### config.mk
export PLATFORM = sky130hd
export DESIGN_NAME = i2c_bit_level_master_flat
export DESIGN_NICKNAME = d
export VERILOG_FILES = /design/src/design/i2cm_pkg.sv /design/src/design/i2cm_ifs.sv /design/src/design/i2cm_engine.sv /design/src/design/i2c_bit_level_master.sv /design/src/flat_wrapper.sv
export SDC_FILE = /design/constraint.sdc
export NUM_CORES = 1
export LEC_CHECK = 0
export BUFFER_PORTS_ARGS = -buffer_cell sky130_fd_sc_hd__buf_2
export CORE_UTILIZATION = 50
export DETAILED_ROUTE_END_ITERATION = 8
export GPL_ROUTABILITY_DRIVEN = 0
export PLACE_DENSITY = 0.7
export SLEW_MARGIN = 30
export SYNTH_ARGS = -nofsm -noshare
export SYNTH_HDL_FRONTEND = slang
export SYNTH_SLANG_ARGS = --single-unit
export TNS_END_PERCENT = 10
### constraint.sdc
create_clock -name clk -period 9.2 [get_ports clk]
set_clock_uncertainty 0.15 [all_clocks]
set_input_delay 1.84 -clock clk [delete_from_list [all_inputs] [get_ports clk]]
set_output_delay 1.84 -clock clk [all_outputs]
set_load 0.1 [all_outputs]
### src/design/i2cm_pkg.sv
// Shared types and constants of the bit-level I2C master.
`default_nettype none
package i2cm_pkg;

	// Configuration port widths and register indexes.
	localparam int unsigned CFG_IDX_W = 8;
	localparam int unsigned CFG_DAT_W = 8;
	localparam logic [CFG_IDX_W-1:0] REG_ACK_TIMEOUT = 8'd0;
	localparam logic [CFG_IDX_W-1:0] REG_PHASE_TICKS = 8'd1;

	// Register reset values.
	localparam logic [7:0] ACK_TIMEOUT_RST = 8'd100;
	localparam logic [7:0] PHASE_TICKS_RST = 8'd1;

	// Bits in one byte transfer on the bus.
	localparam logic [3:0] BYTE_BITS = 4'd8;

	// Command codes carried in the mode field.
	typedef enum logic [2:0] {
		CMD_NONE  = 3'd0,
		CMD_START = 3'd1,
		CMD_STOP  = 3'd2,
		CMD_WRITE = 3'd3,
		CMD_READ  = 3'd4,
		CMD_WAIT  = 3'd5
	} cmd_t;

	// Bus sequencer steps, one-hot.
	typedef enum logic [16:0] {
		ST_IDLE = 17'd1,
		ST_S1   = 17'd2,
		ST_S2   = 17'd4,
		ST_S3   = 17'd8,
		ST_S4   = 17'd16,
		ST_P1   = 17'd32,
		ST_P2   = 17'd64,
		ST_P3   = 17'd128,
		ST_WA   = 17'd256,
		ST_WB   = 17'd512,
		ST_WC   = 17'd1024,
		ST_RL   = 17'd2048,
		ST_RH   = 17'd4096,
		ST_K1   = 17'd8192,
		ST_K2   = 17'd16384,
		ST_W1   = 17'd32768,
		ST_POLL = 17'd65536
	} step_t;

	// One input tick.
	typedef struct packed {
		logic [2:0] mode;
		logic [7:0] tx_byte;
		logic       send_ack;
		logic       sda_in;
	} in_item_t;

	// One result item.
	typedef struct packed {
		logic       scl_level;
		logic       sda_level;
		logic       busy_res;
		logic       done_res;
		logic [7:0] rx_byte;
		logic       ack_failed;
	} out_item_t;

	// Configuration register contents handed to the sequencer.
	typedef struct packed {
		logic [7:0] ack_timeout;
		logic [7:0] phase_ticks;
	} cfg_regs_t;

endpackage
`default_nettype wire

### src/design/i2cm_ifs.sv
// Channel interfaces of the bit-level I2C master: ticks, results and configuration.
`default_nettype none

// Input tick channel.
interface i2cm_in_if;
	logic       valid;
	logic       ready;
	logic [2:0] mode;
	logic [7:0] tx_byte;
	logic       send_ack;
	logic       sda_in;

	modport source (output valid, output mode, output tx_byte, output send_ack,
		output sda_in, input ready);
	modport sink (input valid, input mode, input tx_byte, input send_ack,
		input sda_in, output ready);
endinterface

// Result channel.
interface i2cm_out_if;
	logic       valid;
	logic       ready;
	logic       scl_level;
	logic       sda_level;
	logic       busy_res;
	logic       done_res;
	logic [7:0] rx_byte;
	logic       ack_failed;

	modport source (output valid, output scl_level, output sda_level, output busy_res,
		output done_res, output rx_byte, output ack_failed, input ready);
	modport sink (input valid, input scl_level, input sda_level, input busy_res,
		input done_res, input rx_byte, input ack_failed, output ready);
endinterface

// Configuration write channel.
interface i2cm_cfg_if;
	logic       valid;
	logic       ready;
	logic [7:0] index;
	logic [7:0] wdata;

	modport source (output valid, output index, output wdata, input ready);
	modport sink (input valid, input index, input wdata, output ready);
endinterface

`default_nettype wire

### src/design/i2cm_engine.sv
// Bus phase sequencer of the I2C master: advances one tick per accepted item.
`default_nettype none
module i2cm_engine
	import i2cm_pkg::*;
(
	input  wire logic      clk,
	input  wire logic      arst_n,
	input  wire logic      step_en,
	input  wire in_item_t  item,
	input  wire cfg_regs_t regs,
	output out_item_t      res
);

	step_t      step_q, n_step, tgt;
	cmd_t       active_q, n_active;
	logic [3:0] bit_cnt_q, n_bit_cnt;
	logic [7:0] shift_q, n_shift, sh_mid;
	logic [7:0] timer_q, n_timer;
	logic [7:0] poll_q, n_poll;
	logic       ack_q, n_ack;
	logic       scl_q, n_scl;
	logic       sda_q, n_sda;
	logic [7:0] rx_q, n_rx;
	logic       fail_q, n_fail;
	logic       go_enter, go_finish;
	logic [7:0] ticks;
	logic [8:0] timer_inc, poll_inc;

	assign ticks     = (regs.phase_ticks == 8'd0) ? 8'd1 : regs.phase_ticks;
	assign timer_inc = {1'b0, timer_q} + 9'd1;
	assign poll_inc  = {1'b0, poll_q} + 9'd1;

	// Next-state logic for one tick: choose a phase change, then apply its bus levels.
	always_comb begin
		n_step    = step_q;
		n_active  = active_q;
		n_bit_cnt = bit_cnt_q;
		sh_mid    = shift_q;
		n_timer   = timer_q;
		n_poll    = poll_q;
		n_ack     = ack_q;
		n_scl     = scl_q;
		n_sda     = sda_q;
		n_rx      = rx_q;
		n_fail    = fail_q;
		tgt       = ST_IDLE;
		go_enter  = 1'b0;
		go_finish = 1'b0;

		if (step_q == ST_IDLE) begin
			// A new command is taken only while idle; unused codes do nothing.
			case (item.mode) inside
				CMD_START, CMD_STOP, CMD_WRITE, CMD_READ, CMD_WAIT: begin
					n_active  = cmd_t'(item.mode);
					n_fail    = 1'b0;
					n_bit_cnt = 4'd0;
					n_poll    = 8'd0;
					go_enter  = 1'b1;
					case (item.mode)
						CMD_START: tgt = ST_S1;
						CMD_STOP:  tgt = ST_P1;
						CMD_WRITE: begin
							sh_mid = item.tx_byte;
							tgt    = ST_WA;
						end
						CMD_READ: begin
							sh_mid = 8'd0;
							n_ack  = item.send_ack;
							tgt    = ST_RL;
						end
						default: tgt = ST_W1;
					endcase
				end
				default: ;
			endcase
		end else if (step_q == ST_POLL) begin
			// One poll per tick; a high line counts towards the timeout.
			if (!item.sda_in) begin
				n_scl     = 1'b0;
				go_finish = 1'b1;
			end else if (poll_inc > {1'b0, regs.ack_timeout}) begin
				n_fail   = 1'b1;
				n_poll   = 8'd0;
				tgt      = ST_P1;
				go_enter = 1'b1;
			end else begin
				n_poll = poll_inc[7:0];
			end
		end else if (timer_inc >= {1'b0, ticks}) begin
			// End of the current phase.
			unique case (step_q)
				ST_S1: begin tgt = ST_S2; go_enter = 1'b1; end
				ST_S2: begin tgt = ST_S3; go_enter = 1'b1; end
				ST_S3: begin tgt = ST_S4; go_enter = 1'b1; end
				ST_P1: begin tgt = ST_P2; go_enter = 1'b1; end
				ST_P2: begin tgt = ST_P3; go_enter = 1'b1; end
				ST_WA: begin tgt = ST_WB; go_enter = 1'b1; end
				ST_WB: begin tgt = ST_WC; go_enter = 1'b1; end
				ST_RL: begin tgt = ST_RH; go_enter = 1'b1; end
				ST_K1: begin tgt = ST_K2; go_enter = 1'b1; end
				ST_W1: begin tgt = ST_POLL; go_enter = 1'b1; end
				ST_WC: begin
					n_bit_cnt = bit_cnt_q + 4'd1;
					if (n_bit_cnt < BYTE_BITS) begin
						tgt      = ST_WA;
						go_enter = 1'b1;
					end else begin
						go_finish = 1'b1;
					end
				end
				ST_RH: begin
					sh_mid    = {shift_q[6:0], item.sda_in};
					n_bit_cnt = bit_cnt_q + 4'd1;
					tgt       = (n_bit_cnt < BYTE_BITS) ? ST_RL : ST_K1;
					go_enter  = 1'b1;
				end
				ST_K2: begin
					n_scl     = 1'b0;
					go_finish = 1'b1;
				end
				default: go_finish = 1'b1;
			endcase
		end else begin
			n_timer = timer_inc[7:0];
		end

		n_shift = sh_mid;

		// Entering a phase sets the bus levels it holds.
		if (go_enter) begin
			n_step  = tgt;
			n_timer = 8'd0;
			unique case (tgt) inside
				ST_S1, ST_P3: n_sda = 1'b1;
				ST_S3, ST_P1: n_sda = 1'b0;
				ST_S2, ST_P2, ST_WB, ST_RH, ST_K2: n_scl = 1'b1;
				ST_S4, ST_WC: n_scl = 1'b0;
				ST_WA: begin
					n_scl   = 1'b0;
					n_sda   = sh_mid[7];
					n_shift = {sh_mid[6:0], 1'b0};
				end
				ST_RL: begin
					n_scl = 1'b0;
					n_sda = 1'b1;
				end
				ST_K1: begin
					n_scl = 1'b0;
					n_sda = !n_ack;
				end
				ST_W1: begin
					n_scl = 1'b1;
					n_sda = 1'b1;
				end
				default: ;
			endcase
		end

		// Finishing a command returns to idle and latches a read byte.
		if (go_finish) begin
			n_step  = ST_IDLE;
			n_timer = 8'd0;
			if (active_q == CMD_READ) begin
				n_rx = sh_mid;
			end
		end
	end

	// Result of this tick, taken by the output register.
	always_comb begin
		res.scl_level  = n_scl;
		res.sda_level  = n_sda;
		res.busy_res   = (n_step != ST_IDLE);
		res.done_res   = go_finish;
		res.rx_byte    = n_rx;
		res.ack_failed = n_fail;
	end

	// Sequencer state, updated on every accepted tick.
	always_ff @(posedge clk or negedge arst_n) begin
		if (!arst_n) begin
			step_q    <= ST_IDLE;
			active_q  <= CMD_NONE;
			bit_cnt_q <= 4'd0;
			shift_q   <= 8'd0;
			timer_q   <= 8'd0;
			poll_q    <= 8'd0;
			ack_q     <= 1'b0;
			scl_q     <= 1'b1;
			sda_q     <= 1'b1;
			rx_q      <= 8'd0;
			fail_q    <= 1'b0;
		end else if (step_en) begin
			step_q    <= n_step;
			active_q  <= n_active;
			bit_cnt_q <= n_bit_cnt;
			shift_q   <= n_shift;
			timer_q   <= n_timer;
			poll_q    <= n_poll;
			ack_q     <= n_ack;
			scl_q     <= n_scl;
			sda_q     <= n_sda;
			rx_q      <= n_rx;
			fail_q    <= n_fail;
		end
	end

`ifndef ASSERT_OFF
	// The failure flag is raised only by a timed-out poll.
	a_fail_from_poll: assert property (@(posedge clk) disable iff (!arst_n)
		$rose(fail_q) |-> $past(step_q) == ST_POLL)
		else $error("ack failure raised outside ack polling");

	// The phase timer never reaches the phase length.
	a_timer_bound: assert property (@(posedge clk) disable iff (!arst_n)
		timer_q < ticks || step_q == ST_IDLE || step_q == ST_POLL)
		else $error("phase timer ran past the phase length");

	// A byte never counts past eight bits.
	a_bit_bound: assert property (@(posedge clk) disable iff (!arst_n)
		bit_cnt_q <= BYTE_BITS)
		else $error("bit counter overran a byte");
`endif

endmodule
`default_nettype wire

### src/design/i2c_bit_level_master.sv
// Top level of the bit-level I2C master: handshakes, registers and result buffer.
//
// Usage: each transfer on the items channel is one bus timing tick carrying the
// sampled SDA level and, when the master is idle, a command in mode (start, stop,
// write byte, read byte with ACK/NACK, wait for ACK). Every tick gives exactly one
// transfer on the results channel with the SCL/SDA drive levels after the tick,
// busy and done flags, the last received byte and the ACK failure flag.
// The result of a tick is valid in the cycle after it is accepted. Throughput is
// one tick per cycle while the results channel takes each result, set by the
// sequencer update feeding a one-entry result register.
// When the results channel stalls, the result register holds and items.ready drops
// until the result is taken; no tick is lost or sampled twice.
// The cfg channel is always ready; index 0 is ack_timeout, index 1 phase_ticks,
// other indexes are ignored. Write it only while the master is idle.
// Reset puts the bus released (SCL and SDA high), the sequencer idle, the
// registers at ack_timeout 100 and phase_ticks 1, and the result buffer empty.
`default_nettype none
module i2c_bit_level_master
	import i2cm_pkg::*;
(
	input  wire logic   clk,
	input  wire logic   arst_n,
	i2cm_in_if.sink     items,
	i2cm_out_if.source  results,
	i2cm_cfg_if.sink    cfg
);

	cfg_regs_t regs_q;
	in_item_t  item;
	out_item_t res;
	out_item_t out_data_q;
	logic      out_valid_q;
	logic      in_fire;
	logic      out_fire;

	// Handshakes: a tick is taken whenever the result buffer is free or draining.
	assign items.ready = !out_valid_q || results.ready;
	assign in_fire     = items.valid && items.ready;
	assign out_fire    = out_valid_q && results.ready;
	assign cfg.ready   = 1'b1;

	assign item.mode     = items.mode;
	assign item.tx_byte  = items.tx_byte;
	assign item.send_ack = items.send_ack;
	assign item.sda_in   = items.sda_in;

	// Configuration registers.
	always_ff @(posedge clk or negedge arst_n) begin
		if (!arst_n) begin
			regs_q.ack_timeout <= ACK_TIMEOUT_RST;
			regs_q.phase_ticks <= PHASE_TICKS_RST;
		end else if (cfg.valid && cfg.ready) begin
			unique case (cfg.index)
				REG_ACK_TIMEOUT: regs_q.ack_timeout <= cfg.wdata;
				REG_PHASE_TICKS: regs_q.phase_ticks <= cfg.wdata;
				default: ;
			endcase
		end
	end

	i2cm_engine u_engine (
		.clk     (clk),
		.arst_n  (arst_n),
		.step_en (in_fire),
		.item    (item),
		.regs    (regs_q),
		.res     (res)
	);

	// Result buffer valid flag.
	always_ff @(posedge clk or negedge arst_n) begin
		if (!arst_n) begin
			out_valid_q <= 1'b0;
		end else if (in_fire) begin
			out_valid_q <= 1'b1;
		end else if (out_fire) begin
			out_valid_q <= 1'b0;
		end
	end

	// Result buffer payload.
	always_ff @(posedge clk) begin
		if (in_fire) begin
			out_data_q <= res;
		end
	end

	assign results.valid      = out_valid_q;
	assign results.scl_level  = out_data_q.scl_level;
	assign results.sda_level  = out_data_q.sda_level;
	assign results.busy_res   = out_data_q.busy_res;
	assign results.done_res   = out_data_q.done_res;
	assign results.rx_byte    = out_data_q.rx_byte;
	assign results.ack_failed = out_data_q.ack_failed;

`ifndef ASSERT_OFF
	// Every accepted tick leaves a result waiting in the next cycle.
	a_tick_gives_result: assert property (@(posedge clk) disable iff (!arst_n)
		in_fire |=> out_valid_q)
		else $error("accepted tick produced no result");

	// A waiting result that is not taken blocks new ticks.
	a_no_overwrite: assert property (@(posedge clk) disable iff (!arst_n)
		out_valid_q && !results.ready |-> !items.ready)
		else $error("tick accepted over a stalled result");

	// A command that finishes leaves the master idle.
	a_done_not_busy: assert property (@(posedge clk) disable iff (!arst_n)
		out_valid_q && out_data_q.done_res |-> !out_data_q.busy_res)
		else $error("done flagged while still busy");
`endif

endmodule
`default_nettype wire

### src/flat_wrapper.sv
// flat-port wrapper written by rule: the top's interface ports become plain ports
module i2c_bit_level_master_flat import i2cm_pkg::*;
  (clk, arst_n, items_valid, items_mode, items_tx_byte, items_send_ack, items_sda_in, items_ready, results_valid, results_scl_level, results_sda_level, results_busy_res, results_done_res, results_rx_byte, results_ack_failed, results_ready, cfg_valid, cfg_index, cfg_wdata, cfg_ready);
  i2cm_in_if items_i ();
  i2cm_out_if results_i ();
  i2cm_cfg_if cfg_i ();
  input  wire logic clk;
  input  wire logic arst_n;
  input wire logic [$bits(items_i.valid)-1:0] items_valid;
  input wire logic [$bits(items_i.mode)-1:0] items_mode;
  input wire logic [$bits(items_i.tx_byte)-1:0] items_tx_byte;
  input wire logic [$bits(items_i.send_ack)-1:0] items_send_ack;
  input wire logic [$bits(items_i.sda_in)-1:0] items_sda_in;
  output wire logic [$bits(items_i.ready)-1:0] items_ready;
  output wire logic [$bits(results_i.valid)-1:0] results_valid;
  output wire logic [$bits(results_i.scl_level)-1:0] results_scl_level;
  output wire logic [$bits(results_i.sda_level)-1:0] results_sda_level;
  output wire logic [$bits(results_i.busy_res)-1:0] results_busy_res;
  output wire logic [$bits(results_i.done_res)-1:0] results_done_res;
  output wire logic [$bits(results_i.rx_byte)-1:0] results_rx_byte;
  output wire logic [$bits(results_i.ack_failed)-1:0] results_ack_failed;
  input wire logic [$bits(results_i.ready)-1:0] results_ready;
  input wire logic [$bits(cfg_i.valid)-1:0] cfg_valid;
  input wire logic [$bits(cfg_i.index)-1:0] cfg_index;
  input wire logic [$bits(cfg_i.wdata)-1:0] cfg_wdata;
  output wire logic [$bits(cfg_i.ready)-1:0] cfg_ready;
  assign items_i.valid = items_valid;
  assign items_i.mode = items_mode;
  assign items_i.tx_byte = items_tx_byte;
  assign items_i.send_ack = items_send_ack;
  assign items_i.sda_in = items_sda_in;
  assign items_ready = items_i.ready;
  assign results_valid = results_i.valid;
  assign results_scl_level = results_i.scl_level;
  assign results_sda_level = results_i.sda_level;
  assign results_busy_res = results_i.busy_res;
  assign results_done_res = results_i.done_res;
  assign results_rx_byte = results_i.rx_byte;
  assign results_ack_failed = results_i.ack_failed;
  assign results_i.ready = results_ready;
  assign cfg_i.valid = cfg_valid;
  assign cfg_i.index = cfg_index;
  assign cfg_i.wdata = cfg_wdata;
  assign cfg_ready = cfg_i.ready;
  i2c_bit_level_master u_core (.clk(clk), .arst_n(arst_n), .items(items_i), .results(results_i), .cfg(cfg_i));
endmodule
==> out/metrics.csv, run 1 <==
stage,metric,value,unit
sta,Final setup violation count,0,
finish,Util after Layout,0.5668,
setup_path,Worst Path Max Fanout,3,
sta,final worst path period share,0.4845,
clock_tree,cts repair resizes,0,
power_and_ir_drop,maximum VDD drop,0.2332,mV
logic_synthesis,Simple-Gate Fraction of Synth Area,0.2149,
clock_tree,Root Buffer,clkbuf_8,
setup_path,Worst R2R Setup Slack,5090,ps
clock_tree,CTS sink cnt,90,
logic_synthesis,Post-Synth XOR/XNOR Area,0.03295,
sta,RSZ-0062 raised after global routing,false,
logic_synthesis,Post-synth top flop,dfrtp_1,
detailed_routing,Vias/cell,5.903,
die,IO Pins,50,
logic_synthesis,mux share of post-synthesis cell area,0.07343,
logic_synthesis,post-synthesis compound-gate area fraction,0.1631,
sta,setup TNS,0,ps
detailed_routing,wire per inst,17.12,um
sta,Final Hold Fails,0,
finish,Area Overhead vs Synth,10.07,%
global_routing,grt ovf,0,
logic_synthesis,sequential-to-total area share from yosys stat,0.4375,
logic_synthesis,largest family of logic cells by synthesized area,simple AND/OR/NAND/NOR gates,
detailed_routing,Routed Wire Length,12.00,mm
detailed_routing,Post-DRT Antenna Nets,0,
clock_tree,CTS max path bufs,2,
logic_synthesis,Mapped Area,5316,um2
flow_run,# Max-Cap Violations,0,
clock_tree,CTS Hold Bufs,0,
setup_path,WS Path Type,in -> out,
finish,Final nets,612,
placement,port bufs,48,
die,Die Area,11050,um2
setup_path,Critical Path Start Type,primary input,
power_and_ir_drop,Leak Pwr,2.629,nW
global_routing,largest net degree at the start of global routing,78,
die,chip height,105.1,um
setup_path,Critical Path Start,results_ready,
global_routing,initial antenna violation count,1,
logic_synthesis,most frequent cell after synthesis,dfrtp_1,
sta,fmax,224.3,MHz
setup_path,RR Startpoint,u_core.u_engine.timer_q[0],
min_path,hold path depth,2,
die,Rows,37,
clock_tree,CTS buffer count,9,
setup_path,R2R cell count,12,
power_and_ir_drop,pwr/cell area,277.1,nW/um2
setup_path,R2R Path End,u_core.u_engine.shift_q[7],
clock_tree,H-Tree Level Count,3,
setup_path,CP required,7210,ps
setup_path,critical path arrival,2470,ps
status,status,finished clean,
sta,Final Max Slew Viols,0,
global_routing,number of global-route vias before repair,4138,
logic_synthesis,post-synth net total,571,
finish,layout cell share with drive strength beyond 1,0.2340,
die,Die X,105.1,um
min_path,worst hold path type,reg -> reg,
logic_synthesis,syn_area_per_cell,10.26,um2
detailed_routing,TritonRoute pass-1 iters,4,
detailed_routing,detailed-route via count,4138,
sta,worst-margin pin slew,856.5,ps
die,Initial Util,0.5150,
sta,Slew HR,0.4259,
global_routing,first-pass GRT wire length,20.44,mm
logic_synthesis,commonest cells in the netlist,"70 x dfrtp_1, 62 x nand2_1, 28 x nor2_1",
logic_synthesis,Post-synth EDFFs,13,
logic_synthesis,Seq cells post-synth,90,
logic_synthesis,Area contributors post-synth,"dfrtp_1 33%, edfxtp_1 7.3%, mux2_2 5.1%, ha_1 4.5%, nand2_1 4.4%",
logic_synthesis,Yosys top cell area share,0.3295,
die,Core Area,10320,um2
detailed_routing,Iter 0 DRT Violations,212,
setup_path,critical path endpoint category,primary output,
sta,post-route minimum period,4458,ps
clock_tree,Skew-Pair Late Insertion Delay,370,ps
global_routing,Total GRT Usage,0.2335,
clock_tree,post-CTS setup buffer count,0,
logic_synthesis,synthesis warning total,0,
clock_tree,TritonCTS clock tree,built,
logic_synthesis,"area leader, netlist",dfrtp_1,
detailed_routing,DRC errors left,0,
logic_synthesis,post-synth cell types,76,
placement,dpl hpwl,8.842,mm
logic_synthesis,adder-cell area share of the yosys netlist,0.04472,
logic_synthesis,Post-Synthesis Cells,518,
clock_tree,Worst-path clk slew,100,ps
setup_path,CP Capture Point,items_ready,
logic_synthesis,"FFs w/ async S/R, synth",0.8556,
where the power goes:
group / switching, W / total (W) / internal (W)
Sequential: 0.0000753 / 0.000576 / 0.000501
Clock: 0.000152 / 0.000280 / 0.000128
Combinational: 0.000495 / 0.000766 / 0.000271
per-stage QoR:
stage | worst slack [ps] | hold slack (ps) | instances | cell area (um2) | power, W
after floorplan | 4436 | 299.8 | 518 | 5316 | 0.001178
after global placement | 4431 | 320.1 | 683 | 5630 | 0.001316
after detailed placement | 4740 | 334.0 | 683 | 5632 | 0.001336
after CTS | 4738 | 357.1 | 699 | 5832 | 0.001622
after global routing | 4699 | 381.2 | 700 | 5849 | 0.001720
final | 4742 | 358.9 | 701 | 5852 | 0.001622
layout by cell type, fill, tap and decap left out, drive strengths merged, types with 7 or more instances in the layout:
cell,count
a21boi,7
a21o,7
a22o,8
buf,49
clkbuf,9
dfrtp,70
dfstp,7
edfxtp,13
ha,19
inv,21
mux2,32
nand2,63
nand2b,13
nand3,25
nor2,30
nor3,15
nor4,10
o21ai,29
o2bb2ai,9
or4,9
xnor2,13
xor2,7
layer usage:
metal  share of wire  global-route usage  wire length (um)
met1            0.44              0.2930              5284
met2            0.50              0.3926              5952
met3           0.040             0.04991               475
met4           0.024             0.09256               292
met5               0                   0                 0
critical path, stage by stage:
cell and delay (ps):
buf_2 70, nand2b_1 120, buf_2 430
logic make-up (layout without fill, tap and decap cells):
group,after synthesis,in the layout
other,1,2
AND/OR/NAND/NOR,205,205
XOR/XNOR,20,20
multiplexers,32,32
buffers and inverters,39,85
adder cells (fa/ha/maj),19,19
flip-flops,90,90
AO/OA/AOI/OAI,112,112
worst min-delay path by stage:
stage / from / endpoint / slack (ps)
floorplan: u_core.u_engine.shift_q[7] / u_core.u_engine.shift_q[7] / 300
global placement: u_core.u_engine.shift_q[7] / u_core.u_engine.shift_q[7] / 320
detailed placement: u_core.u_engine.fail_q / u_core.u_engine.fail_q / 330
CTS: u_core.u_engine.fail_q / u_core.u_engine.fail_q / 360
global route: u_core.u_engine.rx_q[7] / u_core.u_engine.rx_q[7] / 380
finish: u_core.u_engine.fail_q / u_core.u_engine.fail_q / 360
registers in the layout, indices dropped and copies added (netlist names):
signal,count
u_core.results.rx_byte,8
u_core.u_engine.ack_q,1
u_core.results.busy_res,1
u_core.u_engine.shift_q,8
u_core.regs_q,16
u_core.results.sda_level,1
u_core.u_engine.active_q,3
u_core.u_engine.poll_q,8
u_core.results.done_res,1
u_core.u_engine.bit_cnt_q,4
u_core.u_engine.step_q,17
u_core.results.valid,1
u_core.u_engine.rx_q,8
u_core.u_engine.fail_q,1
u_core.results.ack_failed,1
u_core.u_engine.timer_q,8
u_core.results.scl_level,1
u_core.u_engine.scl_q,1
u_core.u_engine.sda_q,1
final cells by class:
class,instances,area [um2]
fillers,893,4472
multi-input cells,389,2825
flip-flops and latches,90,2326
repair buffers,49,251.5
well taps,136,170.2
clock buffers,9,123.9
clock inverters,7,76.32
inverters,20,76.32
diodes,1,2.502
No activity file was read; power rests on OpenSTA's default activity.
==> run 2, diff against run 1 <==
clock period = 4.6 ns   (was 9.2 ns; I/O delays follow)
==> out/metrics.csv, run 2 (synthesis gave the netlist of run 1 again) <==
stage,metric,value,unit
status,status,finished clean,
sta,Final Max Slew Viols,0,
clock_tree,Root Buffer,clkbuf_8,
die,Die Area,11050,um2
placement,"Cell Area, Placed",5673,um2
clock_tree,Skew-Pair Late Insertion Delay,370,ps
clock_tree,CTS buffer count,9,
placement,port bufs,48,
min_path,worst hold path type,reg -> reg,
power_and_ir_drop,Leak Pwr,2.640,nW
die,chip height,105.1,um
setup_path,critical path arrival,4170,ps
power_and_ir_drop,sequential power share,0.355,
power_and_ir_drop,part of the power in the clock network,0.173,
detailed_routing,detailed-route via count,4203,
sta,fmax,239.0,MHz
global_routing,largest net degree at the start of global routing,42,
sta,PnR worst setup slack,415.6,ps
finish,most flop-heavy register,u_core.u_engine.step_q,
global_routing,initial antenna violation count,0,
die,Core Area,10320,um2
die,IO Pins,50,
global_routing,grt ovf,0,
finish,most frequent cells in the layout,"70 x dfrtp_1, 62 x nand2_1, 47 x buf_2, 28 x nor2_1, 26 x o21ai_0",
power_and_ir_drop,Net Sw Power,0.001433,W
detailed_routing,Vias/cell,5.979,
detailed_routing,TritonRoute pass-1 iters,5,
finish,Util after Layout,0.5689,
detailed_routing,Iter 0 DRT Violations,182,
power_and_ir_drop,maximum VDD drop,0.5441,mV
setup_path,Worst Path Max Fanout,11,
clock_tree,CTS Hold Bufs,0,
global_routing,Total GRT Usage,0.2315,
sta,final worst path period share,0.9096,
placement,dpl hpwl,8.838,mm
finish,Fill cells,901,
die,Initial Util,0.5150,
clock_tree,TritonCTS clock tree,built,
sta,Slew HR,0.3916,
sta,worst-margin pin slew,908.6,ps
power_and_ir_drop,pwr/cell area,550.6,nW/um2
global_routing,first-pass GRT wire length,20.26,mm
sta,RSZ-0062 raised after global routing,false,
setup_path,WS Path Type,reg -> reg,
sta,setup TNS,0,ps
die,Rows,37,
clock_tree,CTS sink cnt,90,
finish,largest registers,"u_core.u_engine.step_q (17), u_core.regs_q (16)",
sta,Final setup violation count,0,
detailed_routing,wire per inst,17.03,um
detailed_routing,Routed Wire Length,11.97,mm
power_and_ir_drop,switching part of the total,0.4432,
power_and_ir_drop,Power Internal,0.001800,W
power_and_ir_drop,share of power burned in combinational logic,0.472,
detailed_routing,DRC errors left,0,
setup_path,CP required,4590,ps
sta,Final Hold Fails,0,
finish,"commonest non-fill, non-tap cell in the layout",dfrtp_1,
sta,post-route minimum period,4184,ps
detailed_routing,Post-DRT Antenna Nets,0,
clock_tree,post-CTS setup buffer count,0,
global_routing,number of global-route vias before repair,4206,
clock_tree,cts repair resizes,0,
finish,Final nets,615,
finish,# diodes,0,
clock_tree,CTS max path bufs,2,
setup_path,Critical Path Start Type,flip-flop,
clock_tree,H-Tree Level Count,3,
finish,max reg flops,17,
flow_run,# Max-Cap Violations,0,
setup_path,critical path endpoint category,flip-flop,
finish,Area Overhead vs Synth,10.47,%
placement,dpl ws,486.4,ps
finish,layout cell share with drive strength beyond 1,0.2346,
die,Die X,105.1,um
finish,post-route cell area,5873,um2
clock_tree,Worst-path clk slew,100,ps
## run 2: changes by cell type in the layout (fill, tap and decap cells not counted), sizes merged
cell	previous run	this run
clkinv	4	3
inv	21	22
buf	49	52
diode	1	0
## run 2: area by class of cell
cell class	count	area [um2]	share of cell area
clock buffer	9	123.9	0.02109
clock inverter	7	76.32	0.01300
inverter	20	75.07	0.01278
multi-input combinational	389	2816	0.4795
sequential	90	2326	0.3960
tap	136	170.2	0.02897
timing repair buffer	52	285.3	0.04857
## run 2: power by group through the flow
| stage | combinational (W) | clock, W | sequential, W |
|---|---|---|---|
| 2_1_floorplan | 0.00103 | 0 | 0.00132 |
| 3_3_place_gp | 0.00148 | 0 | 0.00115 |
| 3_5_place_dp | 0.00150 | 0 | 0.00116 |
| 4_1_cts | 0.00152 | 0.000573 | 0.00115 |
| 5_1_grt | 0.00164 | 0.000598 | 0.00117 |
| 6_report | 0.00153 | 0.000560 | 0.00115 |
## run 2: routing by layer
metal / wire length, um / track usage / vias to the layer above / part of all wire
met5: 0 / 0 / - / 0
met3: 610 / 0.04554 / 27 / 0.051
met1: 5385 / 0.3012 / 2046 / 0.45
met4: 275 / 0.08954 / 0 / 0.023
li1: - / - / 2003 / -
met2: 5698 / 0.3808 / 127 / 0.48
## run 2: path summary, 6_finish.rpt
check	start	end	slack (ps)	cells past startpoint
min in group asynchronous	arst_n	u_core.u_engine.step_q[7]	350	1
min	u_core.u_engine.fail_q	u_core.u_engine.fail_q	340	2
max in group asynchronous	arst_n	u_core.regs_q[0]	3300	2
max reg2reg	u_core.u_engine.timer_q[0]	u_core.results.rx_byte[6]	420	12
min reg2reg	u_core.u_engine.fail_q	u_core.u_engine.fail_q	340	2
max	u_core.u_engine.timer_q[0]	u_core.results.rx_byte[6]	420	12
## run 2: metrics by stage
step | std cells | power (W) | hold slack, ps
after global routing | 703 | 0.003413 | 378.3
after global placement | 686 | 0.002628 | 315.4
after CTS | 703 | 0.003234 | 344.4
after floorplan | 518 | 0.002355 | 299.8
after detailed placement | 687 | 0.002664 | 323.6
final | 703 | 0.003234 | 335.7
## run 2: worst max-delay path: stages, from the launching register on
cell and delay, ps:
dfrtp_1 440, ha_1 240, nand3_1 140, or2_2 350, xnor2_1 140, ha_1 300
and3_1 180, o2111ai_1 140, o211ai_1 770, a21oi_1 420, a22oi_1 330, nand2_1 100
mux2_2 260
==> run 3, diff against run 2 <==
SYNTH_HIERARCHICAL = 1   (was default)
==> out/metrics.csv, run 3 <==
stage,metric,value,unit
status,status,"complete, but fails checks",
status,violated checks,DRC,
clock_tree,CTS buffer count,9,
logic_synthesis,post-synth net total,582,
logic_synthesis,synthesis warning total,6,
logic_synthesis,"area leader, netlist",dfrtp_1,
global_routing,largest net degree at the start of global routing,78,
detailed_routing,top routing layer used,met4,
finish,Area Overhead vs Synth,9.719,%
power_and_ir_drop,share of power burned in combinational logic,0.525,
logic_synthesis,Post-Synthesis Cells,529,
setup_path,Critical Path Start Type,flip-flop,
detailed_routing,Post-DRT Antenna Nets,0,
die,Core Area,10840,um2
finish,"commonest non-fill, non-tap cell in the layout",dfrtp_1,
detailed_routing,DRT met1 WL,5.663,mm
setup_path,RR Startpoint,u_core/u_engine/timer_q[0],
detailed_routing,wire per inst,17.50,um
clock_tree,H-Tree Level Count,3,
die,IO Pins,50,
logic_synthesis,Seq cells post-synth,90,
finish,largest registers,"u_core/u_engine/step_q (17), u_core/regs_q (16)",
logic_synthesis,syn_area_per_cell,10.54,um2
min_path,hold path depth,1,
min_path,worst hold path type,reg -> reg,
finish,Final nets,619,
finish,most flop-heavy register,u_core/u_engine/step_q,
finish,most frequent cells in the layout,"70 x dfrtp_1, 47 x buf_2, 40 x nand2_1, 30 x nor2_1, 29 x inv_1",
sta,worst-margin pin slew,810.4,ps
finish,post-route cell area,6116,um2
logic_synthesis,Post-synth EDFFs,13,
setup_path,CP Capture Point,u_core/results.rx_byte[1],
setup_path,WS Path Type,reg -> reg,
sta,Final Max Slew Viols,0,
logic_synthesis,Yosys top cell area share,0.3143,
power_and_ir_drop,sequential power share,0.305,
global_routing,first-pass GRT wire length,21.06,mm
logic_synthesis,Mapped Area,5574,um2
logic_synthesis,sequential-to-total area share from yosys stat,0.4173,
die,Die X,107.6,um
detailed_routing,Routed Wire Length,12.44,mm
logic_synthesis,Area contributors post-synth,"dfrtp_1 31%, edfxtp_1 7.0%, mux2_4 6.5%, ha_1 4.3%, dfstp_2 3.3%",
setup_path,R2R Path End,u_core/results.rx_byte[1],
detailed_routing,met2 routed WL,6.024,mm
power_and_ir_drop,pwr/cell area,624.8,nW/um2
finish,Util after Layout,0.5642,
logic_synthesis,"FFs w/ async S/R, synth",0.8556,
die,Initial Util,0.5142,
detailed_routing,detailed-route via count,4282,
sta,RSZ-0062 raised after global routing,false,
sta,Final Hold Fails,0,
clock_tree,post-CTS setup buffer count,0,
setup_path,critical path endpoint category,flip-flop,
power_and_ir_drop,Net Sw Power,0.001820,W
power_and_ir_drop,part of the power in the clock network,0.170,
setup_path,Worst R2R Setup Slack,740,ps
power_and_ir_drop,Leak Pwr,2.705,nW
finish,max reg flops,17,
flow_run,# Max-Cap Violations,0,
setup_path,R2R cell count,11,
clock_tree,TritonCTS clock tree,built,
sta,fmax,259.1,MHz
detailed_routing,TritonRoute pass-1 iters,7,
die,Rows,38,
global_routing,grt ovf,0,
global_routing,initial antenna violation count,0,
clock_tree,CTS Hold Bufs,0,
global_routing,number of global-route vias before repair,4339,
finish,layout cell share with drive strength beyond 1,0.2452,
detailed_routing,wire length on met3,615,um
clock_tree,Root Buffer,clkbuf_8,
sta,Slew HR,0.4577,
detailed_routing,DRC errors left,1,
clock_tree,CTS sink cnt,90,
setup_path,Critical Path Start,u_core/u_engine/timer_q[0],
die,chip height,107.6,um
clock_tree,CTS max path bufs,2,
placement,port bufs,48,
logic_synthesis,most frequent cell after synthesis,dfrtp_1,
detailed_routing,Iter 0 DRT Violations,280,
logic_synthesis,Post-synth top flop,dfrtp_1,
die,Die Area,11570,um2
clock_tree,Worst-path clk slew,90,ps
detailed_routing,Vias/cell,6.023,
sta,Final setup violation count,0,
clock_tree,cts repair resizes,0,
setup_path,CP required,4580,ps
setup_path,Worst Path Max Fanout,10,
finish,# diodes,0,
clock_tree,Skew-Pair Late Insertion Delay,380,ps
power_and_ir_drop,switching part of the total,0.4763,
power_and_ir_drop,maximum VDD drop,0.3949,mV
sta,setup TNS,0,ps
global_routing,Total GRT Usage,0.2339,
sta,final worst path period share,0.8391,
placement,"Cell Area, Placed",5871,um2
logic_synthesis,commonest cells in the netlist,"70 x dfrtp_1, 40 x nand2_1, 30 x nor2_1",
setup_path,critical path arrival,3840,ps
power_and_ir_drop,Power Internal,0.002001,W
logic_synthesis,post-synth cell types,88,
placement,dpl hpwl,9.184,mm
sta,post-route minimum period,3860,ps
run 3: cell count changes after synthesis, moves of 5 or more:
cell and change:
nand2_1 -22, mux2_4 +16, a21oi_1 +12, mux2_2 -12
inv_1 +10, buf_4 +6, nand4_1 +6, o221ai_1 +6
a21boi_0 -5, a22oi_1 -5, buf_2 +5, clkbuf_1 -5
nor4_1 -5, or4_4 -5
run 3: worst min-delay path by stage:
stage,from,to,slack (ps)
final,u_core/u_engine/rx_q[7],u_core/u_engine/rx_q[7],370
after global routing,u_core/regs_q[11],u_core/regs_q[11],380
after CTS,u_core/u_engine/sda_q,u_core/u_engine/sda_q,360
after detailed placement,u_core/u_engine/rx_q[7],u_core/u_engine/rx_q[7],350
after global placement,u_core/u_engine/fail_q,u_core/u_engine/fail_q,340
after floorplan,u_core/u_engine/fail_q,u_core/u_engine/fail_q,320
run 3: kinds of logic (layout without fill, tap and decap cells):
logic type	count (synthesis)	count (layout)	share of synthesized area
fa+ha+maj	19	19	0.04265
flops	90	90	0.4173
mux	38	38	0.09271
xor+xnor	18	18	0.02828
compound gates	125	125	0.1735
other cells	1	1	0.0006728
simple gates	184	184	0.2002
buf+inv	54	96	0.04467
run 3: cell type report:
| cell class | instances | area (um2) |
|---|---|---|
| Clock buffer | 9 | 123.9 |
| Clock inverter | 7 | 117.6 |
| Fill cell | 959 | 4725 |
| Inverter | 30 | 112.6 |
| Multi-Input combinational cell | 385 | 2999 |
| Sequential cell | 90 | 2326 |
| Tap cell | 140 | 175.2 |
| Timing Repair Buffer | 50 | 261.5 |
run 3: power groups by stage:
stage	registers [W]	clock network [W]	logic, W
final	0.00117	0.000649	0.00201
after floorplan	0.00136	0	0.00142
after global routing	0.00119	0.000700	0.00218
after detailed placement	0.00118	0	0.00197
after CTS	0.00116	0.000670	0.00199
after global placement	0.00117	0	0.00195
run 3: per-stage QoR:
stage               instances  hold WS, ps  worst slack [ps]  power (W)
finish                    711        366.9             740.3   0.003821
global route              711        381.8             399.6   0.004066
CTS                       711        364.8             737.3   0.003819
detailed placement        695        345.0             729.5   0.003151
global placement          695        337.9             847.1   0.003117
floorplan                 529        316.0             932.2   0.002786
run 3: layer usage:
layer,GRT usage,vias up
met2,0.3892,136
met1,0.2995,2095
met5,0,-
li1,-,2036
met3,0.05751,15
met4,0.07143,0
run 3: worst max-delay path: stages (launching register included):
cell and delay, ps:
dfrtp_1 430, ha_1 270, and3_1 250, nand3_1 170
xnor2_1 170, ha_1 310, a21o_1 160, a211oi_1 380
nand2_1 370, a31oi_4 510, nor2_8 130, mux2_4 320
